[src/hdl/ladrc_pkg.sv]
// shared types, constants and saturation helpers for the first-order adrc block
// no dependencies; imported by every module of the block
`default_nettype none

package ladrc_pkg;

  // digit width of the serial multiplier, in bits per cycle (power of two, 1 to 8)
  localparam int MUL_DIGIT_W = 2;
  // quotient magnitude width: 32-bit numerator scaled up by 16 fraction bits
  localparam int QUO_W = 48;
  // configuration index width
  localparam int CFG_IDX_W = 3;

  // configuration register indexes
  typedef enum logic [CFG_IDX_W-1:0] {
    REG_WC       = 3'd0,
    REG_W0       = 3'd1,
    REG_GAIN     = 3'd2,
    REG_TS       = 3'd3,
    REG_LIMIT    = 3'd4,
    REG_SETPOINT = 3'd5
  } reg_index_t;

  // operation codes of an input item
  localparam logic OP_UPDATE = 1'b0;
  localparam logic OP_CLEAR  = 1'b1;

  typedef struct packed {
    logic               operation;
    logic signed [31:0] measurement;
  } in_item_t;

  typedef struct packed {
    logic signed [31:0] drive;
    logic               clamped;
    logic               gain_zero;
  } out_item_t;

  // divider result handed to the sequencer
  typedef struct packed {
    logic signed [31:0] drive;
    logic               clamped;
  } div_res_t;

  // sequencer steps: idle, then one per product, then the division and the output load
  typedef enum logic [3:0] {
    ST_IDLE,
    ST_M_W0E,
    ST_M_BU,
    ST_M_TS_S,
    ST_M_W0W0,
    ST_M_W2E,
    ST_M_TS_W2E,
    ST_M_WC,
    ST_DIV,
    ST_OUT
  } seq_state_t;

  localparam logic signed [63:0] S32_MAX = 64'sd2147483647;
  localparam logic signed [63:0] S32_MIN = -64'sd2147483648;

  // saturate a wide signed value to 32 bits
  function automatic logic signed [31:0] sat32(input logic signed [63:0] v);
    logic signed [31:0] r;
    if (v > S32_MAX) begin
      r = 32'sh7FFFFFFF;
    end else if (v < S32_MIN) begin
      r = 32'sh80000000;
    end else begin
      r = v[31:0];
    end
    return r;
  endfunction

  function automatic logic signed [31:0] sat_add(input logic signed [31:0] a,
                                                 input logic signed [31:0] b);
    logic signed [63:0] sum;
    sum = 64'(a) + 64'(b);
    return sat32(sum);
  endfunction

  function automatic logic signed [31:0] sat_sub(input logic signed [31:0] a,
                                                 input logic signed [31:0] b);
    logic signed [63:0] dif;
    dif = 64'(a) - 64'(b);
    return sat32(dif);
  endfunction

  // saturating doubling
  function automatic logic signed [31:0] sat_dbl(input logic signed [31:0] a);
    logic signed [63:0] d;
    d = {{31{a[31]}}, a, 1'b0};
    return sat32(d);
  endfunction

endpackage

`default_nettype wire

[src/hdl/ladrc_mul.sv]
// digit-serial signed q16.16 multiplier: shift-add over magnitudes, then sign fix,
// floor shift and saturation; depends on ladrc_pkg
`default_nettype none

module ladrc_mul #(
  parameter int DIGIT_W = ladrc_pkg::MUL_DIGIT_W
) (
  input  wire logic               clk,
  input  wire logic               rst,
  input  wire logic               start,
  input  wire logic signed [31:0] a,
  input  wire logic signed [31:0] b,
  output logic                    done,
  output logic signed [31:0]      result
);
  import ladrc_pkg::*;

  localparam int STEPS = 32 / DIGIT_W;
  localparam int CNT_W = $clog2(STEPS + 1);

  logic [31:0]            mcand;
  logic [63:0]            p;
  logic                   neg;
  logic [CNT_W-1:0]       cnt;
  logic                   busy;
  logic                   fix;
  logic signed [63:0]     prod;
  logic [31+DIGIT_W:0]    mc_ext;
  logic [31+DIGIT_W:0]    dg_ext;
  logic [31+DIGIT_W:0]    sum;
  logic [31:0]            a_mag;
  logic [31:0]            b_mag;

  // operand magnitudes; the most negative value maps onto 2^31
  assign a_mag = a[31] ? 32'(-a) : 32'(a);
  assign b_mag = b[31] ? 32'(-b) : 32'(b);

  // one digit of the multiplier times the multiplicand, added to the upper half
  assign mc_ext = {{DIGIT_W{1'b0}}, mcand};
  assign dg_ext = {{32{1'b0}}, p[DIGIT_W-1:0]};
  assign sum    = {{DIGIT_W{1'b0}}, p[63:32]} + mc_ext * dg_ext;

  // control: load, digit steps, sign fix
  always_ff @(posedge clk) begin
    if (rst) begin
      busy <= 1'b0;
      fix  <= 1'b0;
      done <= 1'b0;
      cnt  <= '0;
    end else begin
      done <= 1'b0;
      if (start) begin
        busy <= 1'b1;
        fix  <= 1'b0;
        cnt  <= CNT_W'(STEPS);
      end else if (busy) begin
        cnt <= cnt - 1'b1;
        if (cnt == CNT_W'(1)) begin
          busy <= 1'b0;
          fix  <= 1'b1;
        end
      end else if (fix) begin
        fix  <= 1'b0;
        done <= 1'b1;
      end
    end
  end

  // datapath: partial product register and signed product
  always_ff @(posedge clk) begin
    if (start) begin
      mcand <= a_mag;
      p     <= {32'd0, b_mag};
      neg   <= a[31] ^ b[31];
    end else if (busy) begin
      p <= {sum, p[31:DIGIT_W]};
    end else if (fix) begin
      prod <= neg ? $signed(~p + 64'd1) : $signed(p);
    end
  end

  // floor shift by the fraction width, then saturate
  assign result = sat32(prod >>> 16);

endmodule

`default_nettype wire

[src/hdl/ladrc_div.sv]
// bit-serial restoring divider for the drive: (num * 2^16) / den, truncated toward
// zero and clamped to the limit; depends on ladrc_pkg
`default_nettype none

module ladrc_div (
  input  wire logic               clk,
  input  wire logic               rst,
  input  wire logic               start,
  input  wire logic signed [31:0] num,
  input  wire logic signed [31:0] den,
  input  wire logic [30:0]        limit,
  output logic                    done,
  output ladrc_pkg::div_res_t     res
);
  import ladrc_pkg::*;

  localparam int CNT_W = $clog2(QUO_W + 1);

  logic [31:0]      dmag;
  logic [31:0]      rem;
  logic [QUO_W-1:0] quo;
  logic             neg;
  logic [CNT_W-1:0] cnt;
  logic             busy;
  logic             fin;
  logic [32:0]      shifted;
  logic [32:0]      diff;
  logic             ge;
  logic [31:0]      num_mag;
  logic [31:0]      lim_ext;

  assign num_mag = num[31] ? 32'(-num) : 32'(num);
  assign lim_ext = {1'b0, limit};

  // one quotient bit per cycle
  assign shifted = {rem, quo[QUO_W-1]};
  assign diff    = shifted - {1'b0, dmag};
  assign ge      = shifted >= {1'b0, dmag};

  // control
  always_ff @(posedge clk) begin
    if (rst) begin
      busy <= 1'b0;
      fin  <= 1'b0;
      done <= 1'b0;
      cnt  <= '0;
    end else begin
      done <= 1'b0;
      if (start) begin
        busy <= 1'b1;
        fin  <= 1'b0;
        cnt  <= CNT_W'(QUO_W);
      end else if (busy) begin
        cnt <= cnt - 1'b1;
        if (cnt == CNT_W'(1)) begin
          busy <= 1'b0;
          fin  <= 1'b1;
        end
      end else if (fin) begin
        fin  <= 1'b0;
        done <= 1'b1;
      end
    end
  end

  // datapath: remainder and quotient shift, then sign and clamp
  always_ff @(posedge clk) begin
    if (start) begin
      dmag <= den[31] ? 32'(-den) : 32'(den);
      rem  <= '0;
      quo  <= {num_mag, 16'd0};
      neg  <= num[31] ^ den[31];
    end else if (busy) begin
      rem <= ge ? diff[31:0] : shifted[31:0];
      quo <= {quo[QUO_W-2:0], ge};
    end else if (fin) begin
      if (quo > QUO_W'(lim_ext)) begin
        res.drive   <= neg ? $signed(-lim_ext) : $signed(lim_ext);
        res.clamped <= 1'b1;
      end else begin
        res.drive   <= neg ? $signed(-quo[31:0]) : $signed(quo[31:0]);
        res.clamped <= 1'b0;
      end
    end
  end

endmodule

`default_nettype wire

[src/hdl/linear_adrc_first_order.sv]
// top level of the first-order linear adrc: configuration registers, sequencer,
// observer state and output register; depends on ladrc_pkg, ladrc_mul, ladrc_div
//
//   channel  | signals                          | item
//   ---------+----------------------------------+-------------------------------
//   input    | in_valid, in_stall, in_data      | operation, measurement
//   output   | out_valid, out_stall, out_data   | drive, clamped, gain_zero
//   config   | cfg_write, cfg_index, cfg_data   | one register write per cycle
//
// an update's seven products go one after another through the shared digit-serial
// multiplier, each with a launch, the digit steps, a sign fix and a done; then the drive
// goes through the 48-step bit-serial divider, skipped when the gain is zero, and a load
// into the output register; the next item is taken in the cycle after the load at the
// earliest, and a clear leaves the block idle, ready for the next item.
// in_stall is high from the cycle after an update is taken until its result sits in
// the output register, which holds it while out_stall is high.
// reset clears the configuration registers, the observer state and the last drive.
`default_nettype none

module linear_adrc_first_order #(
  parameter int DIGIT_W = ladrc_pkg::MUL_DIGIT_W
) (
  input  wire logic                                clk,
  input  wire logic                                rst,
  input  wire logic                                in_valid,
  output logic                                     in_stall,
  input  wire ladrc_pkg::in_item_t                 in_data,
  output logic                                     out_valid,
  input  wire logic                                out_stall,
  output ladrc_pkg::out_item_t                     out_data,
  input  wire logic                                cfg_write,
  input  wire logic [ladrc_pkg::CFG_IDX_W-1:0]     cfg_index,
  input  wire logic [31:0]                         cfg_data
);
  import ladrc_pkg::*;

  // configuration
  logic [30:0]        wc;
  logic [30:0]        w0;
  logic signed [31:0] gain;
  logic [30:0]        ts;
  logic [30:0]        limit;
  logic signed [31:0] setp;

  // sequencer
  seq_state_t state;
  seq_state_t state_next;
  logic       launch;
  logic       mul_start;
  logic       div_start;
  logic       out_load;

  // observer state and intermediates
  logic signed [31:0] z1;
  logic signed [31:0] z2;
  logic signed [31:0] u_prev;
  logic signed [31:0] e;
  logic signed [31:0] s;
  logic signed [31:0] t;
  logic signed [31:0] num;
  logic signed [31:0] drive_r;
  logic               clamped_r;
  logic               gz_r;

  // arithmetic units
  logic signed [31:0] mul_a;
  logic signed [31:0] mul_b;
  logic               mul_done;
  logic signed [31:0] mul_res;
  logic               div_done;
  div_res_t           div_res;
  logic signed [31:0] lim_s;

  assign lim_s = $signed({1'b0, limit});

  ladrc_mul #(
    .DIGIT_W (DIGIT_W)
  ) u_mul (
    .clk    (clk),
    .rst    (rst),
    .start  (mul_start),
    .a      (mul_a),
    .b      (mul_b),
    .done   (mul_done),
    .result (mul_res)
  );

  ladrc_div u_div (
    .clk   (clk),
    .rst   (rst),
    .start (div_start),
    .num   (num),
    .den   (gain),
    .limit (limit),
    .done  (div_done),
    .res   (div_res)
  );

  // configuration writes
  always_ff @(posedge clk) begin
    if (rst) begin
      wc    <= '0;
      w0    <= '0;
      gain  <= '0;
      ts    <= '0;
      limit <= '0;
      setp  <= '0;
    end else if (cfg_write) begin
      case (cfg_index)
        REG_WC:       wc    <= cfg_data[30:0];
        REG_W0:       w0    <= cfg_data[30:0];
        REG_GAIN:     gain  <= $signed(cfg_data);
        REG_TS:       ts    <= cfg_data[30:0];
        REG_LIMIT:    limit <= cfg_data[30:0];
        REG_SETPOINT: setp  <= $signed(cfg_data);
        default: ;
      endcase
    end
  end

  // multiplier operands for each step
  always_comb begin
    case (state)
      ST_M_W0E: begin
        mul_a = $signed({1'b0, w0});
        mul_b = e;
      end
      ST_M_BU: begin
        mul_a = gain;
        mul_b = u_prev;
      end
      ST_M_TS_S: begin
        mul_a = $signed({1'b0, ts});
        mul_b = s;
      end
      ST_M_W0W0: begin
        mul_a = $signed({1'b0, w0});
        mul_b = $signed({1'b0, w0});
      end
      ST_M_W2E: begin
        mul_a = t;
        mul_b = e;
      end
      ST_M_TS_W2E: begin
        mul_a = $signed({1'b0, ts});
        mul_b = t;
      end
      ST_M_WC: begin
        mul_a = $signed({1'b0, wc});
        mul_b = sat_sub(setp, z1);
      end
      default: begin
        mul_a = '0;
        mul_b = '0;
      end
    endcase
  end

  // state register
  always_ff @(posedge clk) begin
    if (rst) begin
      state <= ST_IDLE;
    end else begin
      state <= state_next;
    end
  end

  // next state and strobes
  always_comb begin
    state_next = state;
    in_stall   = 1'b1;
    mul_start  = 1'b0;
    div_start  = 1'b0;
    out_load   = 1'b0;
    case (state)
      ST_IDLE: begin
        in_stall = 1'b0;
        if (in_valid && in_data.operation == OP_UPDATE) begin
          state_next = ST_M_W0E;
        end
      end
      ST_M_W0E: begin
        mul_start = launch;
        if (mul_done) state_next = ST_M_BU;
      end
      ST_M_BU: begin
        mul_start = launch;
        if (mul_done) state_next = ST_M_TS_S;
      end
      ST_M_TS_S: begin
        mul_start = launch;
        if (mul_done) state_next = ST_M_W0W0;
      end
      ST_M_W0W0: begin
        mul_start = launch;
        if (mul_done) state_next = ST_M_W2E;
      end
      ST_M_W2E: begin
        mul_start = launch;
        if (mul_done) state_next = ST_M_TS_W2E;
      end
      ST_M_TS_W2E: begin
        mul_start = launch;
        if (mul_done) state_next = ST_M_WC;
      end
      ST_M_WC: begin
        mul_start = launch;
        if (mul_done) state_next = ST_DIV;
      end
      ST_DIV: begin
        div_start = launch && (gain != 32'sd0);
        if (gain == 32'sd0 || div_done) state_next = ST_OUT;
      end
      ST_OUT: begin
        if (!out_valid || !out_stall) begin
          out_load   = 1'b1;
          state_next = ST_IDLE;
        end
      end
      default: state_next = ST_IDLE;
    endcase
  end

  // launch a unit on entry to each arithmetic step
  always_ff @(posedge clk) begin
    if (rst) begin
      launch <= 1'b0;
    end else begin
      launch <= (state_next != state) && (state_next != ST_OUT)
                && (state_next != ST_IDLE);
    end
  end

  // observer state and last drive
  always_ff @(posedge clk) begin
    if (rst) begin
      z1     <= '0;
      z2     <= '0;
      u_prev <= '0;
    end else begin
      case (state)
        ST_IDLE: begin
          if (in_valid && in_data.operation == OP_CLEAR) begin
            z1     <= '0;
            z2     <= '0;
            u_prev <= '0;
          end
        end
        ST_M_TS_S: begin
          if (mul_done) z1 <= sat_add(z1, mul_res);
        end
        ST_M_TS_W2E: begin
          if (mul_done) z2 <= sat_add(z2, mul_res);
        end
        ST_OUT: begin
          if (out_load) u_prev <= drive_r;
        end
        default: ;
      endcase
    end
  end

  // intermediates of one update
  always_ff @(posedge clk) begin
    case (state)
      ST_IDLE: begin
        if (in_valid) e <= sat_sub(in_data.measurement, z1);
      end
      ST_M_W0E: begin
        if (mul_done) s <= sat_add(z2, sat_dbl(mul_res));
      end
      ST_M_BU: begin
        if (mul_done) s <= sat_add(s, mul_res);
      end
      ST_M_W0W0, ST_M_W2E: begin
        if (mul_done) t <= mul_res;
      end
      ST_M_WC: begin
        if (mul_done) num <= sat_sub(mul_res, z2);
      end
      ST_DIV: begin
        if (gain == 32'sd0) begin
          // no division: drive goes to the limit by the sign of the numerator, or to zero for a zero numerator
          if (num == 32'sd0) begin
            drive_r <= '0;
          end else if (num[31]) begin
            drive_r <= -lim_s;
          end else begin
            drive_r <= lim_s;
          end
          clamped_r <= (num != 32'sd0);
          gz_r      <= 1'b1;
        end else if (div_done) begin
          drive_r   <= div_res.drive;
          clamped_r <= div_res.clamped;
          gz_r      <= 1'b0;
        end
      end
      default: ;
    endcase
  end

  // output register
  always_ff @(posedge clk) begin
    if (rst) begin
      out_valid <= 1'b0;
    end else if (out_load) begin
      out_valid <= 1'b1;
    end else if (!out_stall) begin
      out_valid <= 1'b0;
    end
  end

  always_ff @(posedge clk) begin
    if (out_load) begin
      out_data.drive     <= drive_r;
      out_data.clamped   <= clamped_r;
      out_data.gain_zero <= gz_r;
    end
  end

endmodule

`default_nettype wire

[config.mk]
export PLATFORM = sky130hd
export DESIGN_NAME = linear_adrc_first_order
export DESIGN_NICKNAME = d
export VERILOG_FILES = /design/src/hdl/ladrc_pkg.sv /design/src/hdl/ladrc_mul.sv /design/src/hdl/ladrc_div.sv /design/src/hdl/linear_adrc_first_order.sv
export SDC_FILE = /design/constraint.sdc
export NUM_CORES = 2
export LEC_CHECK = 0
export BUFFER_PORTS_ARGS = -buffer_cell sky130_fd_sc_hd__buf_2
export CORE_MARGIN = 2
export CORE_UTILIZATION = 41
export CTS_CLUSTER_SIZE = 28
export DETAILED_ROUTE_END_ITERATION = 10
export HOLD_SLACK_MARGIN = 0.12
export PLACE_DENSITY = 0.6
export SLEW_MARGIN = 30
export SYNTH_ARGS = -nofsm -noshare
export SYNTH_HDL_FRONTEND = slang
export SYNTH_SLANG_ARGS = --single-unit
[constraint.sdc]
create_clock -name clk -period 6.1 [get_ports clk]
set_clock_uncertainty 0.05 [all_clocks]
set_input_delay 0.305 -clock clk [delete_from_list [all_inputs] [get_ports clk]]
set_output_delay 0.305 -clock clk [all_outputs]
set_load 0.1 [all_outputs]
==> results.json <==
{
  "clkTransAtPathRegs_ps": 60,
  "post-route-period-util_pct": 95.9,
  "synth_most_common_cell": "nand2_1",
  "ios": 109,
  "hpwl_um": 152000,
  "drt-total-wl_um": 199000,
  "grt.overflow.total": 0,
  "yosysWarnings": 0,
  "criticalPathCategory": "reg2reg",
  "final-setup-viol-count": 0,
  "drc_errors": 0,
  "drive_gt1_share_pct": 8.66,
  "synth_common_cells": "nand2_1 (1016), a21oi_1 (617), edfxtp_1 (407)",
  "report.final.slew_viol_count": 0,
  "asyncSetResetFlopFracSynth_pct": 0,
  "syn-num-nets": 6635,
  "crit_required_ps": 6480,
  "fin_cells": 8016,
  "crit_slowest_cell": "or4_1",
  "grt_setup_unrepaired": "false",
  "r2r-end": "u_mul.p[20]$_DFFE_PP_",
  "tightest_slew_ps": 1050,
  "finalPower_mw": 14.7,
  "r2r_slack_ps": 250,
  "clock_sinks": 794,
  "root_buffer": "clkbuf_16",
  "cts_tree": "built",
  "firstDrtPassIters": 6,
  "gp_congestion": 0.996,
  "fmax_ghz": 0.171,
  "syn_area_per_cell_sq_um": 8.53,
  "synth_flop_cell": "edfxtp_1",
  "antenna_found_initial": 3,
  "min_period_ps": 5850,
  "arrival_ps": 6230,
  "r2r_start": "z1[0]$_SDFFE_PP0P_",
  "grt_pass1_wl_um": 291000,
  "start_util_pct": 41.4,
  "yosysSeqAreaShare_pct": 37.8,
  "reg2regPathDepth": 15,
  "die-area_sq_um": 132000,
  "vias": 47686,
  "area_growth_pct": 12.6,
  "htree_levels": 3,
  "cap_violations": 0,
  "die_y_um": 363,
  "final_nets": 6713,
  "synth-edff-count": 407,
  "critPathMaxStageDelay_ps": 640,
  "cts_inserted_buffers": 95,
  "avgViaCountPerCell": 5.95,
  "insertion_delay_ps": 730,
  "routedWlPerCell_um": 24.8,
  "hold_viol": 0,
  "yosysTopAreaCellShare_pct": 23.1,
  "die_x_um": 363,
  "power.leakage_nw": 23.2,
  "cp_max_fo": 11,
  "core_area_sq_um": 128000,
  "p_per_area_nw_per_um2": 248,
  "slew-limit-headroom_pct": 29.6,
  "synth_seq_cells": 794,
  "hold_path_class": "in2reg",
  "whs_path_depth": 4,
  "cp_common_cell": "a211o_1",
  "clockBufferDepth": 3,
  "cp.buffers_inverters": 1,
  "holdWs_ps": 187,
  "grt_max_degree": 121,
  "status": "completed",
  "place_inst": 7792,
  "core.rowCount": 131,
  "synth_area_leaders": "edfxtp_1 (23%), dfxtp_1 (15%), ha_1 (7.8%)",
  "grt_use_total_pct": 29.4,
  "first_iter_violations": 5736,
  "syn_inst": 6193,
  "hold_path_startpoint": "in_data[1]",
  "yosys.cell_types.count": 87,
  "io_buffers": 108,
  "synth_top_area_cell": "edfxtp_1",
  "grt_pass1_vias": 44130,
  "min_to": "e[1]$_SDFFCE_PN1P_",
  "ant_nets": 0,
  "synth.cell_area_sq_um": 52800,
  "worstSetupStartpointType": "flop",
  "irDropWorstVdd_mv": 0.219,
  "critPathCaptureType": "flop",
  "path_delay_family": "compound AO/OA/AOI/OAI gates",
  "path_cells": "ha_1 -> inv_1 -> fa_1 -> a211o_1 -> a211oi_1 -> nor4_1 -> o21ai_0 -> a21o_1 -> o2111a_1 -> nor2_1 -> a211o_1 -> or4_1 -> o41ai_1 -> xnor2_1 -> o21ai_1"
}
## area by class of cell
type	instances	area, sq um
tap	1662	2080
fill	12288	68200
inverter	341	1280
multi-input combinational	4732	30700
clock buffer	119	2620
timing repair buffer	307	2310
antenna	4	10.0
clock inverter	57	561
sequential	794	20000
## cell families after synthesis
| kind of cell | Yosys count | share of synthesized area (%) |
|---|---|---|
| mux | 92 | 1.79 |
| fa+ha+maj | 379 | 9.50 |
| simple gates | 2037 | 17.4 |
| compound gates | 1742 | 20.8 |
| buf+inv | 667 | 4.76 |
| xor+xnor | 482 | 7.99 |
| flops | 794 | 37.8 |
## cell usage in the layout, fill, tap and decap left out, drive strengths merged, types with 68 or more instances in the layout
| cell type | instances |
|---|---|
| nand2 | 1017 |
| a21oi | 617 |
| edfxtp | 407 |
| dfxtp | 387 |
| o21ai | 382 |
| nor2 | 356 |
| inv | 345 |
| xnor2 | 342 |
| ha | 329 |
| buf | 266 |
| a21o | 154 |
| nand3 | 151 |
| xor2 | 140 |
| clkbuf | 120 |
| nor3 | 97 |
| mux2i | 82 |
| nand2b | 68 |
## through the flow
stage                     setup WS, ps  TNS, ps  utilization (%)  instance area, sq um
final                              250        0             46.6                 59500
after global routing              5.12        0             46.6                 59500
after CTS                         4.47        0             46.5                 59300
after detailed placement          -367   -30840             43.6                 55700
after global placement            -396   -29250             43.6                 55600
after floorplan                    555        0                -                 52800
## metal layers
layer	share of wire, %	GRT usage, %	vias to the layer above	routed length [um]
met2	44	45.2	1955	87000
li1	-	-	22281	-
met4	5.0	13.1	4	10000
met5	0.0080	0	-	16
met3	8.4	5.16	365	16700
met1	43	40.3	23081	85200
## report_power, final
| group | total (mW) | switching, mW | internal, mW |
|---|---|---|---|
| Sequential | 6.10 | 0.265 | 5.83 |
| Combinational | 2.80 | 1.72 | 1.08 |
| Clock | 5.84 | 2.51 | 3.33 |
| Total | 14.7 | 4.49 | 10.2 |
## how the worst max path moves through the flow
stage                                 end  cells after the start  slack, ps                      from
finish              u_mul.p[20]$_DFFE_PP_                     15        250        z1[0]$_SDFFE_PP0P_
CTS                       s[16]$_DFFE_PP_                     25          4  u_mul.prod[47]$_DFFE_PP_
global placement      z1[25]$_SDFFE_PP0P_                     22       -400  u_mul.prod[47]$_DFFE_PP_
detailed placement    z1[16]$_SDFFE_PP0P_                     22       -370  u_mul.prod[47]$_DFFE_PP_
global route              s[19]$_DFFE_PP_                     24          5  u_mul.prod[55]$_DFFE_PP_
floorplan             z1[21]$_SDFFE_PP0P_                     24        560  u_mul.prod[63]$_DFFE_PP_
## flip-flops by register name, summed over array words and instances, names as in the netlist, 5 cells and up
register / cells
drive_r: 32
e: 32
gain: 32
limit: 31
num: 32
out_data: 34
s: 32
setp: 32
t: 32
ts: 31
u_div.cnt: 6
u_div.dmag: 32
u_div.quo: 48
u_div.rem: 32
u_div.res: 33
u_mul.cnt: 5
u_mul.mcand: 32
u_mul.p: 64
u_mul.prod: 48
u_prev: 32
w0: 31
wc: 31
z1: 32
z2: 32
## worst reg2reg max path: stages, from the launching register on
cell and delay, ps:
dfxtp_1 560, ha_1 290, inv_1 70, fa_1 420, a211o_1 310, a211oi_1 500
nor4_1 190, o21ai_0 250, a21o_1 320, o2111a_1 480, nor2_1 230, a211o_1 370
or4_1 640, o41ai_1 630, xnor2_1 180, o21ai_1 70
## repair_timing
action | CTS | global route
endpoints found under the hold margin | 212 | 0
hold buffers | 40 | 0
gates cloned | 0 | 1
gates resized for setup | 10 | 31
endpoints found under the setup margin | 123 | 133
buffers inserted | 2 | 1
pin swaps | 5 | 5
Note: power is estimated with default switching activity, not from simulation.
